## config.mk

```make
export PLATFORM = sky130hd
export DESIGN_NAME = integer_set_store
export DESIGN_NICKNAME = d
export VERILOG_FILES = /design/src/rtl/isset_pkg.sv /design/src/rtl/integer_set_store.sv /design/src/rtl/isset_in_reg.sv /design/src/rtl/isset_core.sv
export SDC_FILE = /design/constraint.sdc
export NUM_CORES = 2
export LEC_CHECK = 0
export BUFFER_PORTS_ARGS = -buffer_cell sky130_fd_sc_hd__buf_2
export CORE_MARGIN = 8
export CORE_UTILIZATION = 66
export CTS_BUF_LIST = sky130_fd_sc_hd__clkbuf_8
export DETAILED_ROUTE_END_ITERATION = 12
export PLACE_DENSITY = 0.83
export SLEW_MARGIN = 25
export SYNTH_ARGS = -nofsm -noshare
export SYNTH_HDL_FRONTEND = slang
export SYNTH_SLANG_ARGS = --single-unit
```

## constraint.sdc

```tcl
create_clock -name aclk -period 16.7 [get_ports aclk]
set_input_delay 0.835 -clock aclk [delete_from_list [all_inputs] [get_ports aclk]]
set_output_delay 0.835 -clock aclk [all_outputs]
set_load 0.02 [all_outputs]
```

## src/rtl/isset_pkg.sv

```systemverilog
package isset_pkg;

    localparam int CAPACITY = 16;

    localparam int OPCODE_W       = 2;
    localparam int ELEM_W         = 32;
    localparam int SLOT_INDEX_W   = 6;
    localparam int MEMBER_COUNT_W = 5;

    localparam int CNT_W = $clog2(CAPACITY + 1);
    localparam int IDX_W = (CAPACITY > 1) ? $clog2(CAPACITY) : 1;
    localparam int CMP_W = (CNT_W > SLOT_INDEX_W) ? CNT_W : SLOT_INDEX_W;

    typedef enum logic [OPCODE_W-1:0] {
        OP_ADD      = 2'd0,
        OP_REMOVE   = 2'd1,
        OP_CONTAINS = 2'd2,
        OP_PROBE    = 2'd3
    } isset_op_t;

    typedef struct packed {
        isset_op_t                opcode;
        logic signed [ELEM_W-1:0] elem_value;
        logic [SLOT_INDEX_W-1:0]  slot_index;
    } isset_item_t;

    typedef struct packed {
        logic                      found;
        logic [MEMBER_COUNT_W-1:0] member_count;
        logic signed [ELEM_W-1:0]  slot_value;
        logic                      full_reject;
    } isset_result_t;

endpackage

```

## src/rtl/integer_set_store.sv

```systemverilog
// Channel  Direction  Handshake          Payload
// s_       in         s_valid/s_ready    s_opcode, s_elem_value, s_slot_index
// m_       out        m_valid/m_ready    m_found, m_member_count, m_slot_value,
//                                        m_full_reject
//
// A request is registered on entry in the input register, then resolved against the store,
// and its result is registered in the core's result register and presented on m_;
// one request is taken per cycle while m_ready does not stall the pipeline.
// The rate is set by the combinational parallel compare and shift over all entries.
// Synchronous active-low reset empties the store; no clearing pass is needed.
// A stall on m_ready holds the result and backs up through the input register.
module integer_set_store (
    input  logic                                   aclk,
    input  logic                                   aresetn,
    input  logic                                   s_valid,
    output logic                                   s_ready,
    input  logic [isset_pkg::OPCODE_W-1:0]         s_opcode,
    input  logic signed [isset_pkg::ELEM_W-1:0]    s_elem_value,
    input  logic [isset_pkg::SLOT_INDEX_W-1:0]     s_slot_index,
    output logic                                   m_valid,
    input  logic                                   m_ready,
    output logic                                   m_found,
    output logic [isset_pkg::MEMBER_COUNT_W-1:0]   m_member_count,
    output logic signed [isset_pkg::ELEM_W-1:0]    m_slot_value,
    output logic                                   m_full_reject
);
    import isset_pkg::*;

    isset_item_t   s_item;
    isset_item_t   item;
    isset_result_t result;
    logic          item_valid;
    logic          item_ready;

    assign s_item.opcode     = isset_op_t'(s_opcode);
    assign s_item.elem_value = s_elem_value;
    assign s_item.slot_index = s_slot_index;

    isset_in_reg u_in_reg (
        .aclk       (aclk),
        .aresetn    (aresetn),
        .s_valid    (s_valid),
        .s_ready    (s_ready),
        .s_item     (s_item),
        .item_valid (item_valid),
        .item_ready (item_ready),
        .item       (item)
    );

    isset_core u_core (
        .aclk       (aclk),
        .aresetn    (aresetn),
        .item_valid (item_valid),
        .item_ready (item_ready),
        .item       (item),
        .m_valid    (m_valid),
        .m_ready    (m_ready),
        .result     (result)
    );

    assign m_found        = result.found;
    assign m_member_count = result.member_count;
    assign m_slot_value   = result.slot_value;
    assign m_full_reject  = result.full_reject;

endmodule

```

## src/rtl/isset_in_reg.sv

```systemverilog
module isset_in_reg (
    input  logic                  aclk,
    input  logic                  aresetn,
    input  logic                  s_valid,
    output logic                  s_ready,
    input  isset_pkg::isset_item_t s_item,
    output logic                  item_valid,
    input  logic                  item_ready,
    output isset_pkg::isset_item_t item
);
    import isset_pkg::*;

    logic        valid_reg;
    logic        valid_next;
    isset_item_t item_reg;

    assign s_ready    = !valid_reg || item_ready;
    assign item_valid = valid_reg;
    assign item       = item_reg;

    always_comb begin
        valid_next = valid_reg;
        if (s_ready) begin
            valid_next = s_valid;
        end
    end

    always_ff @(posedge aclk) begin
        if (!aresetn) begin
            valid_reg <= 1'b0;
        end else begin
            valid_reg <= valid_next;
        end
    end

    always_ff @(posedge aclk) begin
        if (s_valid && s_ready) begin
            item_reg <= s_item;
        end
    end

endmodule

```

## src/rtl/isset_core.sv

```systemverilog
module isset_core (
    input  logic                    aclk,
    input  logic                    aresetn,
    input  logic                    item_valid,
    output logic                    item_ready,
    input  isset_pkg::isset_item_t  item,
    output logic                    m_valid,
    input  logic                    m_ready,
    output isset_pkg::isset_result_t result
);
    import isset_pkg::*;

    logic [ELEM_W-1:0]   store_reg [CAPACITY];
    logic [ELEM_W-1:0]   store_next [CAPACITY];
    logic [CNT_W-1:0]    count_reg;
    logic [CNT_W-1:0]    count_next;
    logic                valid_reg;
    logic                valid_next;
    isset_result_t       result_reg;
    isset_result_t       result_next;

    logic [CAPACITY-1:0] match;
    logic [CAPACITY-1:0] at_or_after;
    logic                present;
    logic                add_wr;
    logic                rem_hit;
    logic                in_range;
    logic [ELEM_W-1:0]   probe_data;
    logic                take;

    assign item_ready = !valid_reg || m_ready;
    assign take       = item_valid && item_ready;
    assign m_valid    = valid_reg;
    assign result     = result_reg;

    always_comb begin
        for (int i = 0; i < CAPACITY; i++) begin
            match[i] = (CNT_W'(i) < count_reg) && (store_reg[i] == item.elem_value);
        end
        for (int i = 0; i < CAPACITY; i++) begin
            at_or_after[i] = 1'b0;
            for (int j = 0; j <= i; j++) begin
                at_or_after[i] = at_or_after[i] | match[j];
            end
        end
        present  = |match;
        add_wr   = (item.opcode == OP_ADD) && !present && (count_reg < CNT_W'(CAPACITY));
        rem_hit  = (item.opcode == OP_REMOVE) && present;
        in_range = CMP_W'(item.slot_index) < CMP_W'(count_reg);
        probe_data = store_reg[item.slot_index[IDX_W-1:0]];

        store_next = store_reg;
        if (rem_hit) begin
            for (int i = 0; i < CAPACITY - 1; i++) begin
                if (at_or_after[i]) begin
                    store_next[i] = store_reg[i + 1];
                end
            end
        end
        if (add_wr) begin
            store_next[count_reg[IDX_W-1:0]] = item.elem_value;
        end

        count_next = count_reg;
        if (add_wr) begin
            count_next = count_reg + CNT_W'(1);
        end else if (rem_hit) begin
            count_next = count_reg - CNT_W'(1);
        end

        result_next.member_count = MEMBER_COUNT_W'(count_next);
        result_next.full_reject  = (item.opcode == OP_ADD) && !present && !add_wr;
        if (item.opcode == OP_PROBE) begin
            result_next.slot_value = in_range ? probe_data : '0;
            result_next.found      = in_range && (probe_data == item.elem_value);
        end else begin
            result_next.slot_value = '0;
            result_next.found      = present;
        end

        valid_next = valid_reg;
        if (item_ready) begin
            valid_next = item_valid;
        end
    end

    always_ff @(posedge aclk) begin
        if (!aresetn) begin
            valid_reg <= 1'b0;
            count_reg <= '0;
        end else begin
            valid_reg <= valid_next;
            if (take) begin
                count_reg <= count_next;
            end
        end
    end

    always_ff @(posedge aclk) begin
        if (take) begin
            store_reg  <= store_next;
            result_reg <= result_next;
        end
    end

    a_count_bound: assert property (@(posedge aclk) disable iff (!aresetn)
        count_reg <= CNT_W'(CAPACITY))
        else $error("Entry count exceeds capacity.");

    a_reject_not_found: assert property (@(posedge aclk) disable iff (!aresetn)
        valid_reg && result_reg.full_reject |-> !result_reg.found)
        else $error("A refused add reports the value as present.");

    a_reject_at_capacity: assert property (@(posedge aclk) disable iff (!aresetn)
        valid_reg && result_reg.full_reject |->
            result_reg.member_count == MEMBER_COUNT_W'(CAPACITY))
        else $error("A refused add reports a count below capacity.");

    a_lookup_keeps_count: assert property (@(posedge aclk) disable iff (!aresetn)
        take && (item.opcode == OP_CONTAINS || item.opcode == OP_PROBE)
            |=> $stable(count_reg))
        else $error("A lookup request changed the entry count.");

endmodule
```

==> results.txt <==
initial antenna violation count: 8
Bufs and invs on worst path: 2
Synth area leaders: edfxtp_1 44%, mux2i_1 12%, mux4_2 8.0%, xor2_1 6.9%, a21oi_1 5.9%
post-layout util: 70.4%
Post-DRT Antenna Nets: 0
clock period minus worst slack: 5.09 ns
startpoint types: flop
Worst Hold Path Cells: 1
share of cells above drive strength 1: 13.3%
routed len/inst: 31.7 µm
fin. max-slew vios: 0
Worst VDD drop: 74.6 µV
Worst path top cell family by delay: simple AND/OR/NAND/NOR gates
Max Cap Viol: 0
largest net degree at the start of global routing: 112
status: complete, no violations
Starting Density: 66.2%
Longest Clk Path Bufs: 3
FMAX: 196 MHz
RSZ-0062 raised after global routing: no
register area: 17900 µm²
PortBufs: 84
Critical Path Start: u_in_reg.item[16]
Post-synth EDFFs: 591
cts-stage hold buffer count: 0
1st-pass router iterations: 6
CP required: 17.17 ns
crit path max fanout: 42
DRT iter0 DRCs: 5833
element type at the critical path end: flop
Die H: 264 µm
CTS H-tree lvls: 3
# setup viols final: 0
Stages on worst setup path: 11
most common cell in the netlist: edfxtp_1
Site Rows: 91
die area: 69600 µm²
Hold Path Class: input pin to flop
first-pass GRT wire length: 206000 µm
Multi-input gate area: 21200 µm²
R2R Setup Slk: 11.61 ns
Setup Buffers After CTS: 0
Total Neg Setup Slack: 0 ns
Reg2Reg Depth: 11
filler cell count: 4496
Post-synth top cells: 591 x edfxtp_1, 522 x nor2_1, 497 x mux2i_1, 479 x a21oi_1, 321 x xor2_1
core region area: 61300 µm²
critical path's slowest cell: and2_1
Mapped Area: 40600 µm²
GRT Util Overall: 39.6%
post-DP HPWL: 101000 µm
area share of the leading cell type in the synthesized netlist: 43.8%
Crit path largest cell delay: 0.81 ns
Synth Flop Type: edfxtp_1
Post-CTS Resized: 0
sequential cell area fraction in the yosys report: 44.1%
max reg flops: 480
clock buffer count from CTS: 103
Tot Pwr: 3.48 mW
min-delay src: s_elem_value[9]
# clock sinks: 598
cell count after synthesis: 3686
Setup CP Type: flop to flop
area leader, netlist: edfxtp_1
syn nets: 3738
CP Cell Sequence: buf_4, xor2_1, nor4_1, nand4_1, nor3_1, nor4_1, and2_1, nand4_2, buf_4, nor2_1, a21oi_1
Die X: 264 µm
Layout area overhead: 6.27%
CTS clock-pin slew for the worst setup and hold paths: 0.06 ns
Final Hold Fails: 0
Yosys reg bits: 598
Final nets: 3683
gp weighted congestion: 1.03
Max-slew headroom: 24.5%
leakage: 13.2 nW
TritonCTS clock tree: done
clk_skew: 0.0431 ns
warnings from Yosys: 0
asr flop ratio synth: 0%
Skew-Pair Late Insertion Delay: 0.75 ns
Root Driver: clkbuf_8
final wirelength: 143000 µm
reg2reg end: u_core.store_reg[261]
Hold Path Sink: u_in_reg.item[15]
Fin Hold WS: 0.267 ns
Post-route DRC: 0
worst slew pin tran: 1.12 ns
CP arrival: 5.56 ns
pwr dens: 80.8 nW/µm²
DR vias: 32184
Critical R2R Launch: u_in_reg.item[16]
Synth Area per Inst: 11.0 µm²
gr ovfl total: 0
Tcrit/Tclk final: 30.5%
routed vias/inst: 7.14
number of global-route vias before repair: 29552
Top Ports: 85
synth unique cells: 64
[per-stage QoR]
stage / worst slack, ns / instances / cell area (µm²)
5_1_grt: 11.49 / 4508 / 43100
3_5_place_dp: 11.87 / 4316 / 41100
3_3_place_gp: 11.90 / 4316 / 41100
4_1_cts: 11.87 / 4507 / 43100
2_1_floorplan: 3.80 / 3686 / 40600
6_report: 11.61 / 4508 / 43100
[where the power goes]
group / internal, mW / switching, mW
Combinational: 0.133 / 0.308
Clock: 0.658 / 0.656
Sequential: 1.69 / 0.0359
Total: 2.48 / 1.00
[metal layers]
metal	global-route usage, %	share of wire (%)	vias up
met1	56.5	38	15425
met5	0	0.018	-
met3	16.0	17	335
met4	15.1	4.9	4
met2	53.5	40	2837
li1	-	-	13583
[kinds of logic after synthesis]
kind of cell / synth area share [%]
simple gates: 12.0
fa+ha+maj: 0.247
mux: 20.7
compound gates: 7.08
xor+xnor: 11.9
buf+inv: 3.99
flops: 44.1
[layout by cell type, fill, tap and decap left out, types with 84 or more instances in the layout]
cell type	instances
mux2i_1	497
xnor2_1	229
nor4_1	131
nand4_1	94
edfxtp_1	591
mux4_2	144
a21oi_1	478
nor2_1	521
clkbuf_8	103
xor2_1	321
buf_2	84
[area by class of cell]
cell class / count / area share (%)
flip-flops and latches: 598 / 41.5
clock inverters: 88 / 1.24
diodes: 1 / 0.00581
well taps: 790 / 2.29
inverters: 14 / 0.139
multi-input cells: 2751 / 49.1
clock buffers: 103 / 3.29
repair buffers: 163 / 2.41
[worst max-delay path by stage]
stage	endpoint	slack, ns
2_1_floorplan	u_core.count_reg[1]	3.80
3_3_place_gp	u_core.result[38]	11.90
3_5_place_dp	u_core.store_reg[261]	11.87
4_1_cts	u_core.store_reg[279]	11.87
5_1_grt	u_core.store_reg[257]	11.49
6_report	u_core.store_reg[261]	11.61
No activity file was read; power rests on OpenSTA's default activity.
